## src/rtl/pmha_pkg.sv

```systemverilog
// ----------------------------------------------------------------------------
// pmha_pkg
// Types and constants shared by the page map heap allocator modules.
// ----------------------------------------------------------------------------
package pmha_pkg;

  localparam int unsigned NUM_PAGES   = 8192;
  localparam int unsigned PAGE_W      = 13;
  localparam int unsigned CNT_W       = 14;
  localparam int unsigned PAGE_SHIFT  = 8;
  localparam int unsigned QUEUE_DEPTH = 2;

  localparam logic [31:0] HEAP_OFFSET = 32'h0004_0000;
  localparam logic [31:0] RAM_BYTES   = 32'h0024_0000;
  localparam logic [31:0] MAX_BYTES   = 32'h0020_0000;
  localparam logic [15:0] CONT_MARK   = 16'hffff;

  localparam logic [1:0] ACT_ALLOC   = 2'd0;
  localparam logic [1:0] ACT_FREE    = 2'd1;
  localparam logic [1:0] ACT_LARGEST = 2'd2;
  localparam logic [1:0] ACT_TOTAL   = 2'd3;

  localparam logic [1:0] MODE_LOW  = 2'd0;
  localparam logic [1:0] MODE_HIGH = 2'd1;
  localparam logic [1:0] MODE_FIX  = 2'd2;
  localparam logic [1:0] MODE_BAD  = 2'd3;

  localparam logic [2:0] OP_FAIL    = 3'd0;
  localparam logic [2:0] OP_LOW     = 3'd1;
  localparam logic [2:0] OP_HIGH    = 3'd2;
  localparam logic [2:0] OP_FIX     = 3'd3;
  localparam logic [2:0] OP_FREE    = 3'd4;
  localparam logic [2:0] OP_LARGEST = 3'd5;
  localparam logic [2:0] OP_TOTAL   = 3'd6;

  typedef struct packed {
    logic [1:0]  action;
    logic [1:0]  alloc_mode;
    logic [31:0] byte_count;
    logic [31:0] req_address;
  } in_item_t;

  typedef struct packed {
    logic [31:0] value;
    logic        fail;
  } out_item_t;

  typedef struct packed {
    logic [2:0]        op;
    logic [PAGE_W-1:0] page;
    logic [CNT_W-1:0]  count;
  } cmd_t;

endpackage

```

## src/rtl/pmha_queue.sv

```systemverilog
// ----------------------------------------------------------------------------
// pmha_queue
// Short command queue between the front and the back.
// ----------------------------------------------------------------------------
module pmha_queue import pmha_pkg::*; (
  input  logic       clk,
  input  logic       rst_n,
  input  logic       push,
  input  cmd_t       push_cmd,
  input  logic       pop,
  output logic       not_empty,
  output cmd_t       head,
  output logic [1:0] fill
);

  cmd_t       slot_r [QUEUE_DEPTH];
  logic       wr_r, rd_r;
  logic [1:0] cnt_r;

  always_ff @(posedge clk) begin
    if (!rst_n) begin
      wr_r  <= 1'b0;
      rd_r  <= 1'b0;
      cnt_r <= 2'd0;
    end else begin
      if (push) begin
        wr_r <= ~wr_r;
      end
      if (pop) begin
        rd_r <= ~rd_r;
      end
      cnt_r <= cnt_r + 2'(push) - 2'(pop);
    end
    if (push) begin
      slot_r[wr_r] <= push_cmd;
    end
  end

  assign not_empty = (cnt_r != 2'd0);
  assign head      = slot_r[rd_r];
  assign fill      = cnt_r;

endmodule

```

## config.mk

```make
export PLATFORM = sky130hd
export DESIGN_NAME = pmha_queue
export DESIGN_NICKNAME = d
export VERILOG_FILES = /design/src/rtl/pmha_pkg.sv /design/src/rtl/pmha_queue.sv
export SDC_FILE = /design/constraint.sdc
export NUM_CORES = 1
export LEC_CHECK = 0
export ABC_AREA = 0
export BUFFER_PORTS_ARGS = -buffer_cell sky130_fd_sc_hd__clkbuf_2
export CAP_MARGIN = 20
export CORE_MARGIN = 2
export CORE_UTILIZATION = 55
export DETAILED_ROUTE_END_ITERATION = 12
export PLACE_DENSITY = 0.83
export SYNTH_ARGS = -nofsm -noshare
export SYNTH_HDL_FRONTEND = slang
export SYNTH_SLANG_ARGS = --single-unit
```

## constraint.sdc

```tcl
create_clock -name clk -period 4.8 [get_ports clk]
set_input_delay 0.96 -clock clk [delete_from_list [all_inputs] [get_ports clk]]
set_output_delay 0.96 -clock clk [all_outputs]
set_load 0.05 [all_outputs]
```

==> qor.csv <==
stage,metric,value,unit
floorplan,# rows,24,
synthesis,"Seq/Total Area, Yosys",0.7585,
synthesis,Mean Syn Cell Area,22.19,sq um
clock_network,CTS Hold Bufs,0,
synthesis,Yosys warning count,0,
clock_network,CTS tree,yes,
place,post-DP HPWL,2684,um
setup_path,worst r2r path cells,2,
global_routing,GR Overflow Total,0,
sta,Hold Fails Final Rpt,0,
sta,# setup viols final,0,
clock_network,number of setup buffers added after CTS,0,
global_routing,initial antenna violation count,0,
sta,fin crit share,0.6009,
setup_path,CP Launch Type,register,
setup_path,worst path buffer plus inverter count,1,
synthesis,Yosys top cell by area,edfxtp_1,
clock_network,TritonCTS buffer count,9,
clock_network,clk sink count,65,
sta,fin crit period,2.884,ns
setup_path,WP depth,2,
worst_hold_path,Hold/Removal Path Class,register to register,
route,routed len/inst,15.92,um
global_routing,Global Route Usage Sum,0.1672,
power_and_ir_drop,Pleak,1.282,nW
cells_and_area,Final nets,225,
sta,final setup TNS,0,ns
floorplan,die area,5115,sq um
synthesis,Gate Count Post-Synth,113,
cells_and_area,area used by multi-input combinational logic,566.8,sq um
sta,Tightest Pin Transition,1.007,ns
route,initial drt markers,105,
setup_path,Setup crit end,head[15],
floorplan,Die X,71.52,um
setup_path,slowest CP cell,dfxtp_2,
power_and_ir_drop,Max VDD drop,0.3117,mV
clock_network,root buffer cell,clkbuf_8,
cells_and_area,most frequent cells in the layout,"clkbuf_2, edfxtp_1, mux2_4",
synthesis,synthesized net count,149,
sta,Final Skew,0.004856,ns
setup_path,RR Startpoint,wr_r$_SDFFE_PN0P_,
sta,worst relative slew slack,0.3287,
clock_network,htree depth,3,
setup_path,Critical Path RT,3.84,ns
setup_path,R2R Path End,slot_r[0][23]$_DFFE_PP_,
setup_path,max incr delay on CP,1.00,ns
floorplan,die height,71.52,um
synthesis,"flops & latches, synth",65,
global_routing,vias in the first global route,1345,
synthesis,mapped cell area,2507,sq um
synthesis,"top cells by area, synth","edfxtp_1, mux2_4, dfxtp_1, buf_6, and2_1",
floorplan,Top Ports,67,
run,maxcap violations,0,
floorplan,core area,4384,sq um
global_routing,first-pass GRT wire length,6258,um
global_routing,pin count of the biggest net entering global routing,31,
setup_path,Worst path top cell family by delay,flip-flops,
route,antenna-violating nets left,0,
clock_network,clk_lat worst skew,0.32,ns
route,drt total wl,3900,um
setup_path,"reg-to-reg slack, setup",3.15,ns
setup_path,CP Cell Sequence,mux2_4 > clkbuf_2,
power_and_ir_drop,Cell Pwr Density,451.3,nW/um^2
sta,Max Fclk,346.7,MHz
setup_path,CP Class,register to output pin,
clock_network,maximum clock insertion buffer count,2,
setup_path,CP Max Fanout,30,
status,run status,completed,
cells_and_area,finished layout cell area,3088,sq um
cells_and_area,number of fill cells,286,
place,routability congestion estimate,0.6760,
power_and_ir_drop,total power,1.394,mW
synthesis,count of different cell masters after synthesis,12,
sta,RSZ-0062 raised after global routing,false,
floorplan,Initial Util,0.5719,
sta,max-slew violations,0,
clock_network,CTS resizes,0,
route,vias post-DR,1265,
setup_path,Worst setup EP type,output pin,
cells_and_area,Seq. cell area,1903,sq um
route,DRC Markers,0,
cells_and_area,share of layout cells above drive strength 1,0.5855,
route,routed via count divided by cell count,5.163,
cells_and_area,"Core Util, Final",0.7043,
place,buffers added on ports,66,
clock_network,clock-pin slew on the worst setup and hold paths,0.06,ns
cells_and_area,diodes inserted,0,
place,Post-DP Area,2888,sq um
setup_path,"Arr. time, crit path",1.92,ns
cells_and_area,"most common cell after layout, fill and taps aside",clkbuf_2,
cells_and_area,Syn-to-layout area delta,23.15,%
route,Pre-Repair DR Iteration Count,4,
sta,WHS,0.5757,ns
synthesis,area share of the largest cell type after synthesis,0.7186,
[worst min-delay path: cells and delay by family (launching register included)]
family	cells	cell delay, ns
flops	1	0.32
simple gates	1	0.15
xor+xnor	1	0.07
[cell usage after synthesis]
master / instances
and2_1: 4
buf_6: 3
dfxtp_1: 5
edfxtp_1: 60
ha_1: 2
inv_1: 2
mux2_4: 30
nor2b_1: 3
o21a_1: 1
or2_2: 1
xnor3_1: 1
xor2_1: 1
[cells by family after synthesis]
logic type | Yosys count | synth area share
xor gates and xnor gates | 2 | 0.01248
DFF | 65 | 0.7585
buffers and inverters | 5 | 0.01647
AOI/OAI and AO/OA | 1 | 0.002995
and+or+nand+nor | 8 | 0.01996
muxes | 30 | 0.1796
adders and majority gates | 2 | 0.009978
[power by group]
| part | internal [mW] | leakage (nW) | switching [mW] |
|---|---|---|---|
| Combinational | 0.0882 | 0.576 | 0.159 |
| Clock | 0.287 | 0.101 | 0.179 |
| Sequential | 0.655 | 0.605 | 0.0248 |
[worst min-delay path by stage]
| stage | start | end | slack (ns) | cells past startpoint |
|---|---|---|---|---|
| 3_5_place_dp | rd_r$_SDFFE_PN0P_ | register | 0.58 | 2 |
| 2_1_floorplan | rd_r$_SDFFE_PN0P_ | register | 0.55 | 2 |
| 6_report | rd_r$_SDFFE_PN0P_ | register | 0.58 | 2 |
| 3_3_place_gp | rd_r$_SDFFE_PN0P_ | register | 0.56 | 2 |
| 5_1_grt | rd_r$_SDFFE_PN0P_ | register | 0.60 | 2 |
| 4_1_cts | rd_r$_SDFFE_PN0P_ | register | 0.58 | 2 |
[layer usage]
layer | vias to the layer above | global-route usage | wire (um)
li1 | 590 | - | -
met1 | 619 | 0.1895 | 1451
met2 | 48 | 0.2850 | 2143
met3 | 8 | 0.04782 | 239
met4 | 0 | 0.09224 | 67
met5 | - | 0 | 0
[final cells by class]
type / count / area share
Clock buffer: 11 / 0.04254
Clock inverter: 4 / 0.02229
Inverter: 2 / 0.002431
Multi-Input combinational cell: 43 / 0.1835
Sequential cell: 65 / 0.6163
Tap cell: 52 / 0.02107
Timing Repair Buffer: 68 / 0.1118
[flip-flops by register name (all words and copies together) (netlist names), named ones only]
register / count
fill: 2
wr_r: 1
rd_r: 1
slot_r: 60
[metrics by stage]
stage	setup slack, ns	instances
2_1_floorplan	2.025	113
3_3_place_gp	2.272	230
3_5_place_dp	2.243	230
4_1_cts	1.884	245
5_1_grt	1.812	245
6_report	1.916	245
Note: power is estimated with default switching activity, not from simulation.
