<file path="src/rtl/pmha_pkg.sv">
// ----------------------------------------------------------------------------
// pmha_pkg
// Types and constants shared by the page map heap allocator modules.
// ----------------------------------------------------------------------------
package pmha_pkg;

  localparam int unsigned NUM_PAGES   = 8192;
  localparam int unsigned PAGE_W      = 13;
  localparam int unsigned CNT_W       = 14;
  localparam int unsigned PAGE_SHIFT  = 8;
  localparam int unsigned QUEUE_DEPTH = 2;

  localparam logic [31:0] HEAP_OFFSET = 32'h0004_0000;
  localparam logic [31:0] RAM_BYTES   = 32'h0024_0000;
  localparam logic [31:0] MAX_BYTES   = 32'h0020_0000;
  localparam logic [15:0] CONT_MARK   = 16'hffff;

  localparam logic [1:0] ACT_ALLOC   = 2'd0;
  localparam logic [1:0] ACT_FREE    = 2'd1;
  localparam logic [1:0] ACT_LARGEST = 2'd2;
  localparam logic [1:0] ACT_TOTAL   = 2'd3;

  localparam logic [1:0] MODE_LOW  = 2'd0;
  localparam logic [1:0] MODE_HIGH = 2'd1;
  localparam logic [1:0] MODE_FIX  = 2'd2;
  localparam logic [1:0] MODE_BAD  = 2'd3;

  localparam logic [2:0] OP_FAIL    = 3'd0;
  localparam logic [2:0] OP_LOW     = 3'd1;
  localparam logic [2:0] OP_HIGH    = 3'd2;
  localparam logic [2:0] OP_FIX     = 3'd3;
  localparam logic [2:0] OP_FREE    = 3'd4;
  localparam logic [2:0] OP_LARGEST = 3'd5;
  localparam logic [2:0] OP_TOTAL   = 3'd6;

  typedef struct packed {
    logic [1:0]  action;
    logic [1:0]  alloc_mode;
    logic [31:0] byte_count;
    logic [31:0] req_address;
  } in_item_t;

  typedef struct packed {
    logic [31:0] value;
    logic        fail;
  } out_item_t;

  typedef struct packed {
    logic [2:0]        op;
    logic [PAGE_W-1:0] page;
    logic [CNT_W-1:0]  count;
  } cmd_t;

endpackage

</file>
<file path="src/rtl/pmha_front.sv">
// ----------------------------------------------------------------------------
// pmha_front
// Accepts requests, checks sizes and addresses and turns them into commands.
// ----------------------------------------------------------------------------
module pmha_front import pmha_pkg::*; (
  input  logic        clk,
  input  logic        rst_n,
  input  logic        accept,
  input  in_item_t    in_item,
  input  logic [31:0] ram_base,
  output logic        cmd_valid,
  output cmd_t        cmd
);

  cmd_t              cmd_r, cmd_nxt;
  logic              vld_r;
  logic [31:0]       abs_addr;
  logic [32:0]       lo, hi, diff;
  logic              addr_ok, size_ok;
  logic [PAGE_W-1:0] page;
  logic [CNT_W-1:0]  count;
  logic [PAGE_W+1:0] fix_end;

  always_comb begin
    abs_addr = (in_item.req_address < RAM_BYTES) ? in_item.req_address + ram_base
                                                 : in_item.req_address;
    lo       = {1'b0, ram_base} + {1'b0, HEAP_OFFSET};
    hi       = {1'b0, ram_base} + {1'b0, RAM_BYTES};
    diff     = {1'b0, abs_addr} - lo;
    addr_ok  = ({1'b0, abs_addr} >= lo) && ({1'b0, abs_addr} < hi) &&
               (abs_addr[PAGE_SHIFT-1:0] == '0);
    page     = diff[PAGE_SHIFT+PAGE_W-1:PAGE_SHIFT];
    size_ok  = (in_item.byte_count != '0) && (in_item.byte_count <= MAX_BYTES);
    count    = in_item.byte_count[PAGE_SHIFT+CNT_W-1:PAGE_SHIFT] +
               CNT_W'(|in_item.byte_count[PAGE_SHIFT-1:0]);
    fix_end  = {2'b00, page} + {1'b0, count};
    cmd_nxt.page  = page;
    cmd_nxt.count = count;
    cmd_nxt.op    = OP_FAIL;
    unique case (in_item.action)
      ACT_ALLOC: begin
        if (size_ok) begin
          priority case (in_item.alloc_mode)
            MODE_LOW:  cmd_nxt.op = OP_LOW;
            MODE_HIGH: cmd_nxt.op = OP_HIGH;
            MODE_FIX:  cmd_nxt.op = (addr_ok && fix_end <= (PAGE_W+2)'(NUM_PAGES))
                                    ? OP_FIX : OP_FAIL;
            default:   cmd_nxt.op = OP_FAIL;
          endcase
        end
      end
      ACT_FREE:    cmd_nxt.op = addr_ok ? OP_FREE : OP_FAIL;
      ACT_LARGEST: cmd_nxt.op = OP_LARGEST;
      ACT_TOTAL:   cmd_nxt.op = OP_TOTAL;
      default:     cmd_nxt.op = OP_FAIL;
    endcase
  end

  always_ff @(posedge clk) begin
    if (!rst_n) begin
      vld_r <= 1'b0;
    end else begin
      vld_r <= accept;
    end
    if (accept) begin
      cmd_r <= cmd_nxt;
    end
  end

  assign cmd_valid = vld_r;
  assign cmd       = cmd_r;

endmodule

</file>
<file path="config.mk">
export PLATFORM = sky130hd
export DESIGN_NAME = pmha_front
export DESIGN_NICKNAME = d
export VERILOG_FILES = /design/src/rtl/pmha_pkg.sv /design/src/rtl/pmha_front.sv
export SDC_FILE = /design/constraint.sdc
export NUM_CORES = 1
export LEC_CHECK = 0
export BUFFER_PORTS_ARGS = -buffer_cell sky130_fd_sc_hd__buf_2
export CAP_MARGIN = 40
export CORE_MARGIN = 8
export CORE_UTILIZATION = 55
export CTS_CLUSTER_DIAMETER = 120
export DETAILED_ROUTE_END_ITERATION = 6
export HOLD_SLACK_MARGIN = 0.05
export PLACE_DENSITY = 0.81
export SYNTH_ARGS = -nofsm -noshare
export SYNTH_HDL_FRONTEND = slang
export SYNTH_SLANG_ARGS = --single-unit
export TNS_END_PERCENT = 30
</file>
<file path="constraint.sdc">
create_clock -name clk -period 16.1 [get_ports clk]
set_input_delay 1.61 -clock clk [delete_from_list [all_inputs] [get_ports clk]]
set_output_delay 1.61 -clock clk [all_outputs]
set_load 0.05 [all_outputs]
</file>
==> metrics <==
CP max stage cell=a221o_1; status=finished, final reports clean; Top Usage Layer GRT=met2; met3 usage=about 5.0%; worst endpoint required time=16270 ps; critical path arrival=approximately 8000 ps; post-synthesis cell type count=71; clock-pin slew on the worst setup and hold paths=around 70 ps; number of antenna diodes=0; Post-synth EDFFs=30; dpl cell area=~6500 um2; Multi-input gate area=~4600 um2; WL per Instance=roughly 17 um; share of layout cells above drive strength 1=a little under a fifth; buffer and inverter count on the worst path=1; Layout Nets=around 1000; Sequential Area=920.9 um2; # hold bufs at CTS=0; DRT iter0 DRCs=about 370; die area=~14000 um2; FP Rows=37; fin util=approximately 64%; Final Hold Viols=0; 1st-pass router iterations=4; yosys warns=0; crit-path max cell delay=roughly 460 ps; vias in the first global route=about 6100; Total GRT Usage=between 20% and 30%; count of input and output buffers=133; Clock Sinks=31; I/O pins=approximately 130; core area=about 10000 um2; maxcap violations=0; grt met1 use=a little over a quarter; sequential area share after synthesis=roughly 16%; via count=between 5000 and 6000; GP Congestion=between 0.9 and 1; post-cts sizing count=0; grt met2 use=between 40% and 50%; Crit path max-delay family=compound AO/OA/AOI/OAI gates; minimum clock period=7738 ps; Clock Tree Buf Depth=2; first-pass GRT wire length=roughly 28000 um; fin. max-slew vios=0; Worst Max-Slew Pin Slew=~920 ps; unrepaired setup endpoints after global routing=false; Setup crit start=in_item[3]; highest clock rate=approximately 0.13 GHz; Post-Syn Area=between 5000 and 6000 um2; grt ovf=0; DR vias/cell=6.053; P&R area growth vs syn=15.78%; Synth Instances=719; Pwr Density=between 70 and 80 nW/um2; # Post-CTS Setup Buffers=0; clock buffer count from CTS=5; # fillers=931; Synth async-reset ratio=0%; startpoint types=input pin; Initial Utilization=a little under three fifths; Slew HR=around two fifths; Hold WS=roughly 1500 ps; worst hold path type=in -> reg; DRT antenna net count=0; Avg Cell Area, Syn=~8 um2; Critical Path End Type=flop; CP Class=in -> reg; pin count of the biggest net entering global routing=40; setup TNS=0 ps; die span in y=between 100 and 150 um; Static Leak=a little over 3 nW; Synth Register Bits=31; Main synth FF type=edfxtp_1; final setup fails=0; Synthesized Nets=about 910; root buffer cell=clkbuf_8; Final Cycle Share=between 40% and 50%; HPWL after DPL=14650 um; TritonCTS clock tree=done; maximum vdd ir drop=59.63 uV; htree depth=2; Hold Startpoint=rst_n; CP max FO=8; Detailed Route WL=roughly 17000 um; antenna violations before repair=0; final instance area=approximately 6600 um2; die width=117.5 um; DRC viols=0
final cells by class:
cell class              count  area share, %
inverters                  35          2.002
clock inverters             3         0.5909
clock buffers               5          1.048
repair buffers            134          10.26
multi-input cells         640          69.48
well taps                 136          2.592
flip-flops and latches     31          14.03
cell families after synthesis:
family	share of synthesized area, %
muxes	0.3531
adders and majority gates	20.57
DFF	16.24
and+or+nand+nor	22.51
xor gates and xnor gates	11.12
buffers and inverters	3.311
AOI/OAI and AO/OA	25.89
synthesized netlist by cell type, types with 2 or more instances:
master / number / share of area, %
a211o_1: 3 / 0.46
a211oi_1: 7 / 0.93
a211oi_2: 4 / 0.88
a21boi_0: 2 / 0.26
a21o_1: 30 / 4.0
a21oi_1: 48 / 4.2
a21oi_2: 2 / 0.31
a221oi_1: 2 / 0.31
a31oi_1: 8 / 0.88
a41oi_1: 2 / 0.31
and2_1: 4 / 0.44
and3_1: 6 / 0.66
and4_1: 3 / 0.46
clkbuf_1: 11 / 0.73
edfxtp_1: 30 / 16
fa_1: 2 / 0.71
ha_1: 90 / 20
inv_1: 35 / 2.3
mux2i_1: 2 / 0.35
nand2_1: 81 / 5.4
nand2b_1: 7 / 0.77
nand3_1: 19 / 1.7
nand4_1: 18 / 2.0
nor2_1: 54 / 3.6
nor2b_1: 10 / 1.1
nor3_1: 25 / 2.2
nor4_1: 11 / 1.2
o211ai_1: 7 / 0.93
o21a_1: 15 / 2.0
o21ai_0: 43 / 3.8
o21bai_1: 5 / 0.66
o22ai_1: 4 / 0.44
o31a_1: 2 / 0.31
o31ai_1: 7 / 0.93
or2_2: 5 / 0.55
or3_1: 9 / 0.99
or4_1: 2 / 0.26
xnor2_1: 45 / 7.0
xor2_1: 27 / 4.2
report_power, final:
group	internal [mW]	switching, mW
Combinational	0.104	0.177
Clock	0.0452	0.0306
Sequential	0.101	0.00243
Total	0.250	0.210
placed cells by master, fill, tap and decap left out, types with 8 or more instances in the layout:
master	synthesis	layout
or3_1	9	9
nor2b_1	10	10
nor2_1	54	54
inv_1	35	35
xor2_1	27	27
nor4_1	11	11
nand2_1	81	81
ha_1	90	90
xnor2_1	45	45
buf_2	0	133
nand4_1	18	18
a21oi_1	48	48
nor3_1	25	25
nand3_1	19	19
o21a_1	15	15
a31oi_1	8	8
edfxtp_1	30	30
o21ai_0	43	43
a21o_1	30	30
flip-flops by register name, indices dropped and copies added (netlist names):
name and flops:
cmd_valid 1, cmd 30
worst paths after layout:
| path | to | slack, ps | cells after the start |
|---|---|---|---|
| setup / recovery | cmd[28]$_DFFE_PP_ | 8360 | 29 |
| hold / removal | cmd_valid$_SDFF_PN0_ | 1530 | 2 |
routing by layer:
metal | wire length [um] | up-vias
met2 | 8391 | 224
li1 | - | 2948
met4 | 556 | 0
met3 | 1085 | 41
met5 | 0 | -
met1 | 7007 | 2743
metrics by stage:
stage	setup WS [ps]	total power [mW]	cells
global route	7935	0.4924	984
CTS	8386	0.4593	984
finish	8362	0.4597	984
detailed placement	8112	0.3825	976
global placement	8267	0.3789	976
floorplan	8672	0.3081	719
(Power assumes the default switching activity.)
